File: config.mk
export PLATFORM = sky130hd
export DESIGN_NAME = stun_binding_responder
export DESIGN_NICKNAME = d
export VERILOG_FILES = /design/src/hw/rtl/sbr_pkg.sv /design/src/hw/rtl/stun_binding_responder.sv
export SDC_FILE = /design/constraint.sdc
export NUM_CORES = 1
export LEC_CHECK = 0
export ABC_AREA = 1
export BUFFER_PORTS_ARGS = -buffer_cell sky130_fd_sc_hd__buf_2
export CAP_MARGIN = 30
export CORE_ASPECT_RATIO = 1.25
export CORE_MARGIN = 4
export CORE_UTILIZATION = 50
export CTS_BUF_LIST = sky130_fd_sc_hd__clkbuf_4 sky130_fd_sc_hd__clkbuf_8
export DETAILED_ROUTE_END_ITERATION = 7
export PLACE_DENSITY = 0.75
export SETUP_SLACK_MARGIN = 0.3
export SYNTH_ARGS = -nofsm -noshare
export SYNTH_HDL_FRONTEND = slang
export SYNTH_SLANG_ARGS = --single-unit
File: constraint.sdc
create_clock -name clock -period 11.4 [get_ports clock]
set_clock_uncertainty 0.2 [all_clocks]
set_input_delay 0.57 -clock clock [delete_from_list [all_inputs] [get_ports clock]]
set_output_delay 0.57 -clock clock [all_outputs]
set_load 0.02 [all_outputs]
File: src/hw/rtl/sbr_pkg.sv
`timescale 1ns / 1ps

package sbr_pkg;

   localparam logic [31:0] MAGIC_WORD      = 32'h2112A442;
   localparam logic [15:0] RESP_TYPE       = 16'h0101;
   localparam logic [15:0] ATTR_XOR_MAPPED = 16'h0020;
   localparam logic [15:0] ATTR_MAPPED     = 16'h0001;
   localparam logic [15:0] REQ_TYPE        = 16'h0001;
   localparam logic [7:0]  FAMILY_V4       = 8'h01;
   localparam logic [7:0]  FAMILY_V6       = 8'h02;

   localparam logic [15:0] ATTR_LEN_V4 = 16'd8;
   localparam logic [15:0] ATTR_LEN_V6 = 16'd20;

   // Seven leading words plus one for IPv4, four for IPv6.
   localparam int unsigned MAX_WORDS = 11;
   localparam int unsigned IDX_W     = $clog2(MAX_WORDS);

   typedef logic [IDX_W-1:0] idx_type;

   localparam idx_type W_HEADER   = 4'd0;
   localparam idx_type W_COOKIE   = 4'd1;
   localparam idx_type W_TXID0    = 4'd2;
   localparam idx_type W_TXID1    = 4'd3;
   localparam idx_type W_TXID2    = 4'd4;
   localparam idx_type W_ATTR     = 4'd5;
   localparam idx_type W_PORT     = 4'd6;
   localparam idx_type W_ADDR0    = 4'd7;
   localparam idx_type W_ADDR1    = 4'd8;
   localparam idx_type W_ADDR2    = 4'd9;
   localparam idx_type W_ADDR3    = 4'd10;
   localparam idx_type W_LAST_V4  = W_ADDR0;
   localparam idx_type W_LAST_V6  = W_ADDR3;

   typedef enum logic [1:0] {
      STATUS_OK       = 2'd0,
      STATUS_BAD_TYPE = 2'd1,
      STATUS_HAS_ATTR = 2'd2
   } status_type;

endpackage

File: src/hw/rtl/stun_binding_responder.sv
`timescale 1ns / 1ps

// Channel   Handshake               Payload
// request   start high, busy low    req_msg_type .. req_src_port
// response  rsp_valid strobe        rsp_resp_word, rsp_status, rsp_last_word
//
// A request gives 8 response words for an IPv4 answer, 11 for IPv6 and 1 for a reject,
// one response word per cycle out of the working register.
// The first word passes from the working register into the response registers and is shown on the response ports.
// The next request is taken at the edge that loads the current last word for output.
// Reset is synchronous and clears the working and response valid flags.
// The receiver cannot stall; every word is shown for exactly one cycle.
module stun_binding_responder (
   input  logic        clock,
   input  logic        reset,
   input  logic        start,
   output logic        busy,
   input  logic [15:0] req_msg_type,
   input  logic [15:0] req_msg_length,
   input  logic [31:0] req_cookie,
   input  logic [31:0] req_txid_high,
   input  logic [63:0] req_txid_low,
   input  logic        req_src_is_v6,
   input  logic [63:0] req_src_addr_high,
   input  logic [63:0] req_src_addr_low,
   input  logic [15:0] req_src_port,
   output logic        rsp_valid,
   output logic [31:0] rsp_resp_word,
   output logic [1:0]  rsp_status,
   output logic        rsp_last_word
);

   logic                  work_valid_ff;
   sbr_pkg::idx_type      idx_ff;
   sbr_pkg::status_type   status_ff;
   logic                  v6_ff;
   logic                  xor_ff;
   logic [31:0]           cookie_ff;
   logic [31:0]           txid_high_ff;
   logic [63:0]           txid_low_ff;
   logic [63:0]           addr_high_ff;
   logic [63:0]           addr_low_ff;
   logic [15:0]           port_ff;

   logic                  rsp_valid_ff;
   logic [31:0]           rsp_word_ff;
   sbr_pkg::status_type   rsp_status_ff;
   logic                  rsp_last_ff;

   logic                  accept;
   logic                  use_v6_in;
   sbr_pkg::status_type   status_in;
   logic                  last_in;
   logic [31:0]           word_in;
   logic [15:0]           attr_len;
   logic [31:0]           mask;

   assign accept = start && !busy;

   // An IPv4-mapped IPv6 sender (::ffff:a.b.c.d) is answered as IPv4.
   assign use_v6_in = req_src_is_v6 &&
                      !((req_src_addr_high == 64'd0) &&
                        (req_src_addr_low[63:32] == 32'h0000FFFF));

   always_comb begin
      priority if (req_msg_type != sbr_pkg::REQ_TYPE) begin
         status_in = sbr_pkg::STATUS_BAD_TYPE;
      end else if (req_msg_length != 16'd0) begin
         status_in = sbr_pkg::STATUS_HAS_ATTR;
      end else begin
         status_in = sbr_pkg::STATUS_OK;
      end
   end

   assign last_in = (status_ff != sbr_pkg::STATUS_OK) ||
                    (idx_ff == (v6_ff ? sbr_pkg::W_LAST_V6 : sbr_pkg::W_LAST_V4));
   assign busy    = work_valid_ff && !last_in;

   assign attr_len = v6_ff ? sbr_pkg::ATTR_LEN_V6 : sbr_pkg::ATTR_LEN_V4;

   always_comb begin
      unique case (idx_ff)
         sbr_pkg::W_ADDR0: mask = v6_ff ? cookie_ff : sbr_pkg::MAGIC_WORD;
         sbr_pkg::W_ADDR1: mask = txid_high_ff;
         sbr_pkg::W_ADDR2: mask = txid_low_ff[63:32];
         sbr_pkg::W_ADDR3: mask = txid_low_ff[31:0];
         default:          mask = 32'd0;
      endcase
      if (!xor_ff) begin
         mask = 32'd0;
      end
   end

   always_comb begin
      unique case (idx_ff)
         sbr_pkg::W_HEADER: word_in = {sbr_pkg::RESP_TYPE, attr_len + 16'd4};
         sbr_pkg::W_COOKIE: word_in = cookie_ff;
         sbr_pkg::W_TXID0:  word_in = txid_high_ff;
         sbr_pkg::W_TXID1:  word_in = txid_low_ff[63:32];
         sbr_pkg::W_TXID2:  word_in = txid_low_ff[31:0];
         sbr_pkg::W_ATTR:   word_in = {xor_ff ? sbr_pkg::ATTR_XOR_MAPPED
                                              : sbr_pkg::ATTR_MAPPED, attr_len};
         sbr_pkg::W_PORT:   word_in = {8'd0,
                                       v6_ff ? sbr_pkg::FAMILY_V6 : sbr_pkg::FAMILY_V4,
                                       port_ff ^ (xor_ff ? sbr_pkg::MAGIC_WORD[31:16]
                                                         : 16'd0)};
         sbr_pkg::W_ADDR0:  word_in = (v6_ff ? addr_high_ff[63:32] : addr_low_ff[31:0])
                                      ^ mask;
         sbr_pkg::W_ADDR1:  word_in = addr_high_ff[31:0] ^ mask;
         sbr_pkg::W_ADDR2:  word_in = addr_low_ff[63:32] ^ mask;
         sbr_pkg::W_ADDR3:  word_in = addr_low_ff[31:0] ^ mask;
         default:           word_in = 32'd0;
      endcase
      if (status_ff != sbr_pkg::STATUS_OK) begin
         word_in = 32'd0;
      end
   end

   always_ff @(posedge clock) begin
      if (reset) begin
         work_valid_ff <= 1'b0;
         rsp_valid_ff  <= 1'b0;
      end else begin
         if (accept) begin
            work_valid_ff <= 1'b1;
         end else if (work_valid_ff && last_in) begin
            work_valid_ff <= 1'b0;
         end
         rsp_valid_ff <= work_valid_ff;
      end
   end

   always_ff @(posedge clock) begin
      if (accept) begin
         idx_ff       <= sbr_pkg::W_HEADER;
         status_ff    <= status_in;
         v6_ff        <= use_v6_in;
         xor_ff       <= (req_cookie == sbr_pkg::MAGIC_WORD);
         cookie_ff    <= req_cookie;
         txid_high_ff <= req_txid_high;
         txid_low_ff  <= req_txid_low;
         addr_high_ff <= req_src_addr_high;
         addr_low_ff  <= req_src_addr_low;
         port_ff      <= req_src_port;
      end else if (work_valid_ff) begin
         idx_ff <= idx_ff + sbr_pkg::idx_type'(1);
      end
      rsp_word_ff   <= word_in;
      rsp_status_ff <= status_ff;
      rsp_last_ff   <= last_in;
   end

   assign rsp_valid     = rsp_valid_ff;
   assign rsp_resp_word = rsp_word_ff;
   assign rsp_status    = rsp_status_ff;
   assign rsp_last_word = rsp_last_ff;

`ifndef NO_ASSERTIONS
   a_reject_single : assert property (@(posedge clock) disable iff (reset)
      rsp_valid && (rsp_status != sbr_pkg::STATUS_OK) |-> rsp_last_word)
      else $error("reject result not marked as last");

   a_first_word : assert property (@(posedge clock) disable iff (reset)
      accept |-> ##2 rsp_valid)
      else $error("no response word two cycles after a request");

   a_busy_emits : assert property (@(posedge clock) disable iff (reset)
      busy |=> rsp_valid)
      else $error("busy without a word in flight");

   a_more_follows : assert property (@(posedge clock) disable iff (reset)
      rsp_valid && !rsp_last_word |-> work_valid_ff)
      else $error("response ended without a last word");
`endif

endmodule
==> reports/metrics.csv <==
metric;value;unit
Hold Fails Final Rpt;0;
critical path arrival;4970;ps
Routed Antenna Nets;0;
hold_buf cts;274;
hold path cells;3;
clk sinks;317;
commonest non-fill, non-tap cell in the layout;nand2_1;
Die W;165;µm
Overflow after GRT;0;
H-tree levels;2;
post-route insts no fill;2698;
largest net degree at the start of global routing;140;
FF-to-FF setup slack;6450;ps
WS Path Type;reg -> reg;
gpl congestion;0.961;
# port buffers;344;
final setup TNS;0;ps
die area;0.0337;mm²
CTS root buffer;clkbuf_8;
Reg-to-Reg End;txid_high_ff[21]$_DFFE_PP_;
post-DP HPWL;33900;µm
HP Start;req_src_is_v6;
reg2reg path depth;9;
post-synthesis cell area;0.0154;mm²
f_max;202;MHz
Startpoint Class;register;
Yosys reg bits;317;
Post-synth EDFFs;276;
reg2reg start;idx_ff[2]$_SDFFE_PP0P_;
CTS max path bufs;3;
sequential area share after synthesis;59.1;%
core area;0.0303;mm²
count of cell types in the netlist;36;
worst hold path type;in -> reg;
max_cap viols;0;
# rows;71;
Post-DP Area;0.0173;mm²
Worst setup EP type;register;
drt total wl;57300;µm
Mapped Cells;1674;
fin crit share;43.4;%
Area growth syn-to-layout;37.8;%
vias;15500;
Tmin final;4950;ps
Die Ht;204;µm
Data required, critical path;11420;ps
Worst-path clk slew;70;ps
Post-route DRC;0;
Boundary Pins;345;
Peak VDD IR;0.000100;V
Syn. warnings;0;
vias in the first global route;15300;
Synth Flop Type;edfxtp_1;
Avg Vias per Cell;5.75;
post-synthesis async set-or-reset flop share;0;%
Final Util;70.1;%
Slew headroom;36.4;%
commonest non-fill, non-tap cells in the layout;379 x nand2_1, 344 x buf_2, 276 x edfxtp_1, 274 x dlygate4sd3_1, 206 x nor2_1;
status;completed;
GRT Total Usage;33.2;%
layout cell share with drive strength beyond 1;20.4;%
1st-iter DRT viols;2396;
Critical Path Fanout Max;139;
Pleak;0.00924;µW
Hold Crit Endpoint;v6_ff$_DFFE_PP_;
initial antenna violation count;1;
Post-CTS Resized;0;
insertion delay to the later sink of the worst-skew pair;610;ps
syn_area_per_cell;9.21;µm²
RSZ-0062 raised after global routing;false;
Avg WL per Cell;21.2;µm
final instance area;0.0212;mm²
cell total after placement;2328;
Initial Utilization;50.9;%
Power Dens Cells;129;mW/mm²
syn nets;1986;
CTS buffer count;50;
first-pass GRT wire length;85500;µm
drt pass-1 iters;6;
CTS tree;done;
final setup violation count;0;
fin. max-slew vios;0;
nets;2566;
measured slew at the worst slew-check pin;953;ps
Setup Buffers After CTS;0;
registers in the layout, indices dropped and copies added, names as in the netlist, 2 cells and up:
signal         cells
idx_ff             4
addr_low_ff       64
txid_low_ff       64
rsp_status         2
port_ff           16
txid_high_ff      32
rsp_resp_word     32
cookie_ff         32
status_ff          2
addr_high_ff      64
synthesized netlist by cell type, types with 2 or more instances:
| cell type | instances | share of area [%] |
|---|---|---|
| nand3b_1 | 16 | 0.78 |
| o21ai_0 | 25 | 0.81 |
| edfxtp_1 | 276 | 54 |
| buf_2 | 55 | 1.8 |
| dfxtp_1 | 41 | 5.3 |
| a21oi_1 | 51 | 1.7 |
| o21ai_1 | 5 | 0.16 |
| xnor2_1 | 3 | 0.17 |
| nand3_1 | 169 | 5.5 |
| o211ai_1 | 10 | 0.49 |
| a211oi_1 | 4 | 0.19 |
| clkbuf_1 | 39 | 0.95 |
| nor4_1 | 12 | 0.49 |
| nand2_1 | 379 | 9.2 |
| inv_2 | 4 | 0.097 |
| nor2_1 | 209 | 5.1 |
| xor2_1 | 3 | 0.17 |
| ha_1 | 4 | 0.32 |
| a21boi_0 | 3 | 0.15 |
| o21bai_1 | 22 | 1.1 |
| a22o_1 | 7 | 0.40 |
| inv_1 | 125 | 3.0 |
| nand4_1 | 179 | 7.3 |
| buf_1 | 17 | 0.41 |
| o2111ai_1 | 2 | 0.11 |
| nor3_1 | 3 | 0.097 |
| o22ai_1 | 2 | 0.081 |
per-layer routing:
metal | vias up | global-route usage [%] | wire, µm
li1 | 7018 | - | -
met1 | 7125 | 43.4 | 20900
met2 | 1147 | 52.1 | 26600
met3 | 211 | 6.82 | 6480
met4 | 0 | 17.1 | 3230
met5 | - | 0 | 0
cell families (layout without fill, tap and decap cells):
kind of cell             Yosys count  count (layout)  synth area share, %
AO/OA/AOI/OAI                    133             133                 5.23
XOR/XNOR                           6               6                0.341
adder cells (fa/ha/maj)            4               4                0.325
buffers and inverters            241             862                 6.31
flip-flops                       317             317                 59.1
other                              0               2                    0
AND/OR/NAND/NOR                  973             973                 28.7
worst max-delay path by stage:
stage / from / to / slack [ps] / depth (start not counted)
detailed placement: idx_ff[2]$_SDFFE_PP0P_ / txid_high_ff[23]$_DFFE_PP_ / 6650 / 9
floorplan: v6_ff$_DFFE_PP_ / addr_high_ff[0]$_DFFE_PP_ / 3910 / 9
CTS: idx_ff[2]$_SDFFE_PP0P_ / cookie_ff[26]$_DFFE_PP_ / 6630 / 9
global route: idx_ff[2]$_SDFFE_PP0P_ / txid_high_ff[21]$_DFFE_PP_ / 6190 / 9
finish: idx_ff[2]$_SDFFE_PP0P_ / txid_high_ff[21]$_DFFE_PP_ / 6450 / 9
global placement: idx_ff[2]$_SDFFE_PP0P_ / txid_high_ff[22]$_DFFE_PP_ / 6790 / 9
critical path, stage by stage, from the launching register on:
cell,delay [ps]
dfxtp_1,380
inv_4,560
buf_4,830
nand2_1,120
o31ai_1,230
a21oi_1,120
nand2_1,210
nand2_1,170
inv_8,670
buf_4,850
power by group:
group	switching, µW	internal, µW
sequential	37.5	1330
combinational	145	131
clock	489	619
layout make-up:
class	instances	area, µm²
Sequential cell	317	9110
Fill cell	2170	9050
Multi-Input combinational cell	1116	5350
Timing Repair Buffer	639	4640
Clock buffer	66	833
Tap cell	401	502
Inverter	130	498
Clock inverter	27	299
Antenna cell	2	5.00
stage by stage:
| step | hold WS (ps) | setup slack, ps | power (µW) |
|---|---|---|---|
| after global placement | 156 | 6790 | 1570 |
| after global routing | 66.6 | 6190 | 2830 |
| final | 75.5 | 6450 | 2750 |
| after floorplan | 149 | 3910 | 1470 |
| after CTS | 53.8 | 6630 | 2730 |
| after detailed placement | 158 | 6650 | 1580 |
Power figures use the tool's default switching activity.
